==> config.mk <==
export PLATFORM = sky130hd
export DESIGN_NAME = prime_weighted_word_hash
export DESIGN_NICKNAME = d
export VERILOG_FILES = /design/src/design/pwwh_pkg.sv /design/src/design/pwwh_front.sv /design/src/design/pwwh_opq.sv /design/src/design/pwwh_back.sv /design/src/design/prime_weighted_word_hash.sv
export VERILOG_INCLUDE_DIRS = /design/src /design/src/design
export SDC_FILE = /design/constraint.sdc
export NUM_CORES = 2
export LEC_CHECK = 0
export BUFFER_PORTS_ARGS = -buffer_cell sky130_fd_sc_hd__buf_2
export CORE_MARGIN = 10
export CORE_UTILIZATION = 45
export CTS_CLUSTER_DIAMETER = 30
export DETAILED_ROUTE_END_ITERATION = 7
export GPL_TIMING_DRIVEN = 0
export PLACE_DENSITY_LB_ADDON = 0.15
export SKIP_CTS_REPAIR_TIMING = 1
export SKIP_LAST_GASP = 1
export SYNTH_ARGS = -nofsm -noshare
export SYNTH_HDL_FRONTEND = slang
export SYNTH_HIERARCHICAL = 1
export SYNTH_SLANG_ARGS = --single-unit
==> constraint.sdc <==
create_clock -name clk -period 12.05 [get_ports clk]
set_input_delay 1.205 -clock clk [delete_from_list [all_inputs] [get_ports clk]]
set_output_delay 1.205 -clock clk [all_outputs]
set_load 0.01 [all_outputs]
==> src/design/prime_weighted_word_hash_macros.svh <==
// Assertion macros for the prime weighted word hash.
// Each macro expects clk and arst_n in scope at the point of use.
`ifndef PRIME_WEIGHTED_WORD_HASH_MACROS_SVH
`define PRIME_WEIGHTED_WORD_HASH_MACROS_SVH
`ifndef NO_ASSERTIONS
// Same-cycle implication.
`define PWWH_ASSERT(lbl, ante, cons) \
	lbl: assert property (@(posedge clk) disable iff (!arst_n) (ante) |-> (cons)) \
		else $error("pwwh assertion failed");
// Next-cycle implication.
`define PWWH_ASSERT_NEXT(lbl, ante, cons) \
	lbl: assert property (@(posedge clk) disable iff (!arst_n) (ante) |=> (cons)) \
		else $error("pwwh assertion failed");
`else
`define PWWH_ASSERT(lbl, ante, cons)
`define PWWH_ASSERT_NEXT(lbl, ante, cons)
`endif
`endif

==> src/design/pwwh_pkg.sv <==
`default_nettype none
package pwwh_pkg;

	localparam int DATA_W           = 64;
	localparam int CHAR_W           = 32;
	localparam int COUNT_WIDTH      = 32;
	localparam int PRIME_TABLE_SIZE = 16;
	localparam int PRIME_IDX_W      = 4;
	localparam int WEIGHT_W         = 6;
	localparam int CFG_IDX_W        = 2;
	localparam int OPQ_DEPTH        = 2;
	localparam int OPQ_PTR_W        = (OPQ_DEPTH > 1) ? $clog2(OPQ_DEPTH) : 1;
	localparam int OPQ_CNT_W        = $clog2(OPQ_DEPTH + 1);

	// Algorithm codes; the unused code behaves as the 64 bit checksum.
	localparam logic [1:0] ALG_HASH  = 2'd0;
	localparam logic [1:0] ALG_SUM32 = 2'd1;
	localparam logic [1:0] ALG_SUM64 = 2'd2;

	// Character width codes; the unused code behaves as four byte characters.
	localparam logic [1:0] WID_8  = 2'd0;
	localparam logic [1:0] WID_16 = 2'd1;
	localparam logic [1:0] WID_32 = 2'd2;

	// Configuration register indexes.
	localparam logic [CFG_IDX_W-1:0] CFG_ALGORITHM  = 2'd0;
	localparam logic [CFG_IDX_W-1:0] CFG_CHAR_WIDTH = 2'd1;
	localparam logic [CFG_IDX_W-1:0] CFG_SEED       = 2'd2;

	typedef struct packed {
		logic [1:0]        algorithm;
		logic [1:0]        char_width_code;
		logic [DATA_W-1:0] seed;
	} cfg_t;

	// One accumulate operation: acc = base + value * weight + count.
	typedef struct packed {
		logic [DATA_W-1:0]      value;
		logic [WEIGHT_W-1:0]    weight;
		logic [COUNT_WIDTH-1:0] count;
		logic                   first;
		logic                   finish;
		logic                   sum32;
		logic [DATA_W-1:0]      seed;
	} op_t;

	function automatic logic [WEIGHT_W-1:0] prime_weight(input logic [PRIME_IDX_W-1:0] idx);
		logic [WEIGHT_W-1:0] w;
		case (idx)
			4'd0:    w = 6'd1;
			4'd1:    w = 6'd2;
			4'd2:    w = 6'd3;
			4'd3:    w = 6'd5;
			4'd4:    w = 6'd7;
			4'd5:    w = 6'd11;
			4'd6:    w = 6'd13;
			4'd7:    w = 6'd17;
			4'd8:    w = 6'd19;
			4'd9:    w = 6'd23;
			4'd10:   w = 6'd29;
			4'd11:   w = 6'd31;
			4'd12:   w = 6'd37;
			4'd13:   w = 6'd41;
			4'd14:   w = 6'd43;
			4'd15:   w = 6'd47;
			default: w = 6'd1;
		endcase
		return w;
	endfunction

	function automatic logic [1:0] norm_width(input logic [1:0] code);
		return (code == WID_8 || code == WID_16) ? code : WID_32;
	endfunction

endpackage
`default_nettype wire

==> src/design/pwwh_front.sv <==
`default_nettype none
module pwwh_front (
	input  wire logic                             clk,
	input  wire logic                             arst_n,
	input  wire logic                             in_push,
	input  wire logic                             q_full,
	input  wire logic [pwwh_pkg::CHAR_W-1:0]      char_code,
	input  wire logic                             last_char,
	input  wire logic                             empty_message,
	input  wire pwwh_pkg::cfg_t                   cfg,
	output logic                                  op_push,
	output pwwh_pkg::op_t                         op
);
	import pwwh_pkg::*;

	logic                   open_q;
	logic                   hash_q;
	logic                   sum32_q;
	logic [1:0]             width_q;
	logic [DATA_W-1:0]      word_q;
	logic [2:0]             lane_q;
	logic [PRIME_IDX_W-1:0] prime_q;
	logic [COUNT_WIDTH-1:0] count_q;

	logic                   hash;
	logic                   sum32;
	logic [1:0]             width;
	logic [DATA_W-1:0]      ch;
	logic [5:0]             shamt;
	logic                   last_lane;
	logic                   finish;
	logic                   full_word;
	logic [DATA_W-1:0]      word_n;
	logic [COUNT_WIDTH-1:0] count_n;
	logic [PRIME_IDX_W-1:0] prime_n;
	logic                   accept;

	assign accept  = in_push && !q_full;
	assign op_push = accept;

	always_comb begin
		// Settings latched for an open message, fresh ones for its first item.
		hash  = open_q ? hash_q : (cfg.algorithm == ALG_HASH);
		sum32 = open_q ? sum32_q : (cfg.algorithm == ALG_SUM32);
		width = open_q ? width_q : norm_width(cfg.char_width_code);

		case (width)
			WID_8: begin
				ch        = {{(DATA_W-8){1'b0}}, char_code[7:0]};
				shamt     = {lane_q, 3'b000};
				last_lane = (lane_q == 3'd7);
			end
			WID_16: begin
				ch        = {{(DATA_W-16){1'b0}}, char_code[15:0]};
				shamt     = {lane_q[1:0], 4'b0000};
				last_lane = (lane_q == 3'd3);
			end
			default: begin
				ch        = {{(DATA_W-CHAR_W){1'b0}}, char_code};
				shamt     = {lane_q[0], 5'b00000};
				last_lane = (lane_q == 3'd1);
			end
		endcase

		finish    = empty_message || last_char;
		full_word = !empty_message && last_lane;
		word_n    = empty_message ? word_q : (word_q | (ch << shamt));
		count_n   = empty_message ? count_q : count_q + 1'b1;
		prime_n   = (prime_q == PRIME_IDX_W'(PRIME_TABLE_SIZE - 1)) ? '0 : prime_q + 1'b1;

		op.first  = !open_q;
		op.finish = finish;
		op.sum32  = sum32;
		op.seed   = hash ? cfg.seed : '0;
		if (hash) begin
			op.value  = (full_word || finish) ? word_n : '0;
			op.weight = prime_weight(prime_q);
			op.count  = finish ? count_n : '0;
		end else begin
			op.value  = empty_message ? '0 : ch;
			op.weight = WEIGHT_W'(1);
			op.count  = '0;
		end
	end

	always_ff @(posedge clk or negedge arst_n) begin
		if (!arst_n) begin
			open_q  <= 1'b0;
			hash_q  <= 1'b1;
			sum32_q <= 1'b0;
			width_q <= WID_8;
			word_q  <= '0;
			lane_q  <= '0;
			prime_q <= '0;
			count_q <= '0;
		end else if (accept) begin
			if (finish) begin
				open_q  <= 1'b0;
				word_q  <= '0;
				lane_q  <= '0;
				prime_q <= '0;
				count_q <= '0;
			end else begin
				open_q  <= 1'b1;
				hash_q  <= hash;
				sum32_q <= sum32;
				width_q <= width;
				count_q <= count_n;
				if (hash && full_word) begin
					word_q  <= '0;
					lane_q  <= '0;
					prime_q <= prime_n;
				end else if (hash) begin
					word_q <= word_n;
					lane_q <= lane_q + 1'b1;
				end
			end
		end
	end

endmodule
`default_nettype wire

==> src/design/pwwh_opq.sv <==
`default_nettype none
module pwwh_opq (
	input  wire logic          clk,
	input  wire logic          arst_n,
	input  wire logic          push,
	input  wire pwwh_pkg::op_t push_op,
	output logic               full,
	input  wire logic          pop,
	output pwwh_pkg::op_t      head,
	output logic               empty
);
	import pwwh_pkg::*;

	op_t                  mem [OPQ_DEPTH];
	logic [OPQ_PTR_W-1:0] wr_ptr_q;
	logic [OPQ_PTR_W-1:0] rd_ptr_q;
	logic [OPQ_CNT_W-1:0] cnt_q;
	logic                 do_push;
	logic                 do_pop;

	assign full    = (cnt_q == OPQ_CNT_W'(OPQ_DEPTH));
	assign empty   = (cnt_q == '0);
	assign do_push = push && !full;
	assign do_pop  = pop && !empty;
	assign head    = mem[rd_ptr_q];

	always_ff @(posedge clk) begin
		if (do_push) begin
			mem[wr_ptr_q] <= push_op;
		end
	end

	always_ff @(posedge clk or negedge arst_n) begin
		if (!arst_n) begin
			wr_ptr_q <= '0;
			rd_ptr_q <= '0;
			cnt_q    <= '0;
		end else begin
			if (do_push) begin
				wr_ptr_q <= (wr_ptr_q == OPQ_PTR_W'(OPQ_DEPTH - 1)) ? '0 : wr_ptr_q + 1'b1;
			end
			if (do_pop) begin
				rd_ptr_q <= (rd_ptr_q == OPQ_PTR_W'(OPQ_DEPTH - 1)) ? '0 : rd_ptr_q + 1'b1;
			end
			case ({do_push, do_pop})
				2'b10:   cnt_q <= cnt_q + 1'b1;
				2'b01:   cnt_q <= cnt_q - 1'b1;
				default: cnt_q <= cnt_q;
			endcase
		end
	end

endmodule
`default_nettype wire

==> src/design/pwwh_back.sv <==
`default_nettype none
module pwwh_back (
	input  wire logic                          clk,
	input  wire logic                          arst_n,
	input  wire pwwh_pkg::op_t                 head,
	input  wire logic                          q_empty,
	output logic                               q_pop,
	output logic                               empty,
	input  wire logic                          pop,
	output logic [pwwh_pkg::DATA_W-1:0]        digest
);
	import pwwh_pkg::*;

	logic [DATA_W-1:0]          acc_q;
	logic [DATA_W-1:0]          digest_q;
	logic                       res_valid_q;
	logic [DATA_W-1:0]          base;
	logic [DATA_W+WEIGHT_W-1:0] prod;
	logic [DATA_W-1:0]          sum;

	// Take an op unless it ends a message and the result slot stays occupied.
	assign q_pop  = !q_empty && (!head.finish || !res_valid_q || pop);
	assign empty  = !res_valid_q;
	assign digest = digest_q;

	always_comb begin
		base = head.first ? head.seed : acc_q;
		prod = head.value * head.weight;
		sum  = base + prod[DATA_W-1:0] + DATA_W'(head.count);
	end

	always_ff @(posedge clk or negedge arst_n) begin
		if (!arst_n) begin
			acc_q       <= '0;
			res_valid_q <= 1'b0;
		end else begin
			if (q_pop) begin
				acc_q <= sum;
			end
			if (q_pop && head.finish) begin
				res_valid_q <= 1'b1;
			end else if (pop) begin
				res_valid_q <= 1'b0;
			end
		end
	end

	always_ff @(posedge clk) begin
		if (q_pop && head.finish) begin
			digest_q <= head.sum32 ? {{(DATA_W-32){1'b0}}, sum[31:0]} : sum;
		end
	end

endmodule
`default_nettype wire

==> src/design/prime_weighted_word_hash.sv <==
`default_nettype none
// Prime weighted word hash and sum checksum over a character stream. Push one
// character per transfer; the transfer with last_char or empty_message high ends
// the message and produces exactly one digest, all other transfers produce none.
// The algorithm, character width and seed are sampled on the first character of
// each message, so writes made mid-message apply to the next one. In hash mode
// characters pack little-endian into 64-bit words (8, 4 or 2 characters), each
// word is weighted by the next of 16 small primes and added to an accumulator
// that starts at the seed, and the character count is added at the end; in
// checksum mode characters are summed from zero (32-bit mode masks the digest).
// Rate: one character per cycle while the reader keeps up. A digest reaches
// the result ports through the operation queue and the result register after
// the transfer that ends its message is accepted, and later while an earlier
// digest still waits for the reader. The front stage packs the words; the back
// stage does one multiply by a 6-bit prime and a 64-bit accumulate per cycle,
// which sets that rate. A two-entry operation queue between the stages and a
// one-entry result register let a stalled reader hold back the back stage
// while the front keeps taking characters until the queue fills.
module prime_weighted_word_hash (
	input  wire logic                               clk,
	input  wire logic                               arst_n,
	input  wire logic                               cfg_we,
	input  wire logic [pwwh_pkg::CFG_IDX_W-1:0]     cfg_index,
	input  wire logic [pwwh_pkg::DATA_W-1:0]        cfg_data,
	input  wire logic                               push,
	output logic                                    full,
	input  wire logic [pwwh_pkg::CHAR_W-1:0]        char_code,
	input  wire logic                               last_char,
	input  wire logic                               empty_message,
	output logic                                    empty,
	input  wire logic                               pop,
	output logic [pwwh_pkg::DATA_W-1:0]             digest
);
	import pwwh_pkg::*;
`include "prime_weighted_word_hash_macros.svh"

	cfg_t cfg_q;
	op_t  op_front;
	op_t  op_head;
	logic op_push;
	logic q_full;
	logic q_empty;
	logic q_pop;

	// Configuration registers; writes to an index beyond the list are dropped.
	always_ff @(posedge clk or negedge arst_n) begin
		if (!arst_n) begin
			cfg_q.algorithm       <= ALG_HASH;
			cfg_q.char_width_code <= WID_8;
			cfg_q.seed            <= '0;
		end else if (cfg_we) begin
			case (cfg_index)
				CFG_ALGORITHM:  cfg_q.algorithm       <= cfg_data[1:0];
				CFG_CHAR_WIDTH: cfg_q.char_width_code <= cfg_data[1:0];
				CFG_SEED:       cfg_q.seed            <= cfg_data;
				default:        cfg_q                 <= cfg_q;
			endcase
		end
	end

	// Front stage: classify each character and pack words.
	pwwh_front u_front (
		.clk           (clk),
		.arst_n        (arst_n),
		.in_push       (push),
		.q_full        (q_full),
		.char_code     (char_code),
		.last_char     (last_char),
		.empty_message (empty_message),
		.cfg           (cfg_q),
		.op_push       (op_push),
		.op            (op_front)
	);

	// Hold pending accumulate operations between the stages.
	pwwh_opq u_opq (
		.clk     (clk),
		.arst_n  (arst_n),
		.push    (op_push),
		.push_op (op_front),
		.full    (q_full),
		.pop     (q_pop),
		.head    (op_head),
		.empty   (q_empty)
	);

	// Back stage: multiply-accumulate and result register.
	pwwh_back u_back (
		.clk     (clk),
		.arst_n  (arst_n),
		.head    (op_head),
		.q_empty (q_empty),
		.q_pop   (q_pop),
		.empty   (empty),
		.pop     (pop),
		.digest  (digest)
	);

	assign full = q_full;

	// A finishing op taken by the back stage leaves a result waiting.
	`PWWH_ASSERT_NEXT(a_finish_gives_result, q_pop && op_head.finish, !empty)
	// A finishing op is taken only when the result slot is free or draining.
	`PWWH_ASSERT(a_no_result_overwrite, q_pop && op_head.finish, empty || pop)
	// A new result appears only after a finishing op was taken.
	`PWWH_ASSERT(a_result_has_source, $fell(empty), $past(q_pop && op_head.finish))

endmodule
`default_nettype wire

==> metrics.md <==
| Metric | Value |
|---|---|
| Slew Viols, Final | 11 |
| DR vias/cell | 5.34 |
| Max Cap Viol | 2 |
| GRT Util Overall | 22.8% |
| Worst-case clock skew | 0.0670 ns |
| Area delta synth->final | 19.0% |
| Clk_lat worst skew | 0.77 ns |
| Routed WL | 123 mm |
| Mapped Area | 42900 um^2 |
| Crit path kind | reg2reg |
| Top cell type's share of synthesized area | 28.1% |
| Area share of and/or/nand/nor cells after synthesis | 12.4% |
| Starting Density | 45.3% |
| Fmax | 113 MHz |
| Post-synthesis sequential area ratio | 42.4% |
| Vias in the first global route | 29900 |
| H-tree levels | 4 |
| Die area | 108000 um^2 |
| End of the worst register-to-register path | u_back/digest[61] |
| Top-count cell post-synth | inv_1 |
| DR WL met2 | 52.8 mm |
| Worst path cell trace | buf_6, buf_6, buf_6, mux2_4, clkbuf_1, clkbuf_1, nand2_1, fa_1, fa_1, inv_1, fa_1, inv_1, fa_1, inv_1, ha_1, a31oi_1, a211o_1, a211oi_2, a211oi_1, a21oi_2, o21ai_1, o21ai_1, xnor2_1, nor2_1 |
| Top sig layer | met5 |
| RSZ-0062 raised after global routing | no |
| Die H | 329 um |
| Setup Viol. Count Final | 0 |
| Antenna violations before repair | 11 |
| Fill count | 8235 |
| Outcome | finished, violations left |
| Layout cell share with drive strength beyond 1 | 20.4% |
| Worst Tran Pin Value | 1.59 ns |
| Synthesis Warnings | 6 |
| Crit path time final | 8.85 ns |
| Slowest Stage Delay on Critical Path | 0.76 ns |
| Xor/xnor share of the synthesized area | 2.08% |
| Fin crit share | 73.4% |
| Clk slew on worst S/H paths | 0.05 ns |
| Final ANT Viol Nets | 0 |
| Post-synthesis async set-or-reset flop share | 37.9% |
| Most used DFF post-synth | edfxtp_1 |
| Syn nets | 4320 |
| Synth top cells by count | inv_1, nand2_1, edfxtp_1, fa_1, and2_1 |
| Clk sink count | 647 |
| Setup TNS | 0 ns |
| Wire per inst | 22.3 um |
| Worst path slowest cell | a211oi_1 |
| Synth Area in Compound Gates | 8.61% |
| Met1 WL | 57.8 mm |
| Critical Path Sink Type | register |
| Mean Syn Cell Area | 11.4 um^2 |
| I/O pin cnt | 171 |
| FF-to-FF path depth | 24 |
| Critical Path RT | 12.54 ns |
| Vias after detailed routing | 29400 |
| I/O Buffers | 169 |
| Num CTS Buffers | 152 |
| Post-DP HPWL | 94.2 mm |
| Critical-path maximum fanout | 10 |
| Gr ovfl total | 0 |
| Worst reg2reg setup slack | 3.20 ns |
| Arr. time, crit path | 9.34 ns |
| Layout Nets | 4656 |
| Core area | 94900 um^2 |
| Drt pass-1 iters | 6 |
| Largest net degree at the start of global routing | 101 |
| Failing checks | capacitance limit, slew limit |
| DRT iter0 DRCs | 2470 |
| Worst slew margin | -5.97% |
| Final hold vios | 0 |
| Detailed-route DRC error count | 0 |
| Root buffer cell | clkbuf_16 |
| Largest family of logic cells by synthesized area | adder cells |
| Clock Tree Buf Depth | 3 |
| Reg2Reg Launch Point | u_opq/rd_ptr_q |
| Crit path top cell by count | fa_1 |
| Adder-cell area share of the yosys netlist | 18.5% |
| Metal3 WL | 8.08 mm |
| Crit path buffers/inverters | 8 |
| Rows | 113 |
| Hold Path Class | in2async |
| Mux share of post-synthesis cell area | 9.64% |
| Delay-heaviest family, CP | adder cells |
| CTS tree | built |
| Gate Count Post-Synth | 3776 |
| Post-synth top area cell | edfxtp_1 |
| Seq cells post-synth | 647 |
| CP Launch Type | register |
| Sequential cell area | 18200 um^2 |
| Final GP Congestion | 0.904 |
| Yosys cell types | 100 |
| Die W | 329 um |
| Multi-input gate area | 22000 um^2 |
| First-pass GRT wire length | 186 mm |
| Top cells by area, synth | edfxtp_1, fa_1, dfrtp_1, mux2_4, and2_1 |
| EDFF count, synth | 402 |
[metrics by stage]
| stage | setup slack [ns] | util, % | instances | hold slack [ns] | instance area, um^2 |
|---|---|---|---|---|---|
| 2_1_floorplan | 2.40 | - | 3776 | 0.442 | 42900 |
| 3_3_place_gp | -2.97 | 47.8 | 5210 | 0.453 | 45400 |
| 3_5_place_dp | 3.39 | 48.2 | 5223 | 0.459 | 45700 |
| 4_1_cts | 3.37 | 53.9 | 5506 | 0.372 | 51100 |
| 5_1_grt | 3.07 | 53.9 | 5506 | 0.398 | 51100 |
| 6_report | 3.20 | 53.9 | 5507 | 0.385 | 51100 |
[kinds of logic (layout without fill, tap and decap cells)]
kind of cell	after synthesis	after routing
muxes	314	314
other	0	1
AOI/OAI and AO/OA	552	552
DFF	647	647
and+or+nand+nor	1082	1082
adders and majority gates	439	439
buffers and inverters	640	1105
xor gates and xnor gates	102	102
[area by class of cell]
class,instances,area share (%)
Buffer,196,2.06
Clock inverter,102,2.73
Timing Repair Buffer,182,2.25
Clock buffer,181,7.87
Tap cell,1265,3.10
Sequential cell,647,35.6
Antenna cell,1,0.00490
Inverter,444,3.26
Multi-Input combinational cell,2489,43.1
[registers in the layout (all words and copies together) (netlist names)]
signal              count
u_opq/mem             338
cfg_q                  68
u_back/acc_q           64
u_back/digest          64
u_front/word_q         64
u_front/count_q        32
u_front/prime_q         4
u_front/lane_q          3
u_front/width_q         2
u_opq/cnt_q             2
u_back/res_valid_q      1
u_front/hash_q          1
u_front/open_q          1
u_front/sum32_q         1
u_opq/rd_ptr_q          1
u_opq/wr_ptr_q          1
[placed cells by master, fill, tap and decap left out, types with 63 or more instances in the layout]
cell         n
a21oi_1    121
and2_1     275
buf_2      212
clkbuf_1   131
clkbuf_16  152
dfrtp_1    244
edfxtp_1   402
fa_1       329
ha_1       110
inv_1      444
mux2_2     146
mux2_4     160
nand2_1    427
nor2_1     176
o21ai_0    112
xnor2_1     63
[worst max path at each step]
stage / slack, ns / endpoint / start / cells after the start
3_5_place_dp: 3.39 / u_back/digest[61] / u_opq/rd_ptr_q / 24
2_1_floorplan: 2.40 / u_opq/mem[0][0] / push / 6
4_1_cts: 3.37 / u_back/digest[61] / u_opq/rd_ptr_q / 25
6_report: 3.20 / u_back/digest[61] / u_opq/rd_ptr_q / 24
3_3_place_gp: -2.97 / u_opq/mem[0][53] / push / 7
5_1_grt: 3.07 / u_back/digest[61] / u_opq/rd_ptr_q / 25
[metal layers]
layer | vias to the layer above | global-route usage, %
li1 | 13500 | -
met1 | 14700 | 33.0
met2 | 961 | 33.3
met3 | 211 | 4.90
met4 | 6 | 8.34
met5 | - | 0
Power is left out: the tool's default activity adds up to more than one toggle a clock period on the data nets, which glitch-free logic cannot reach.
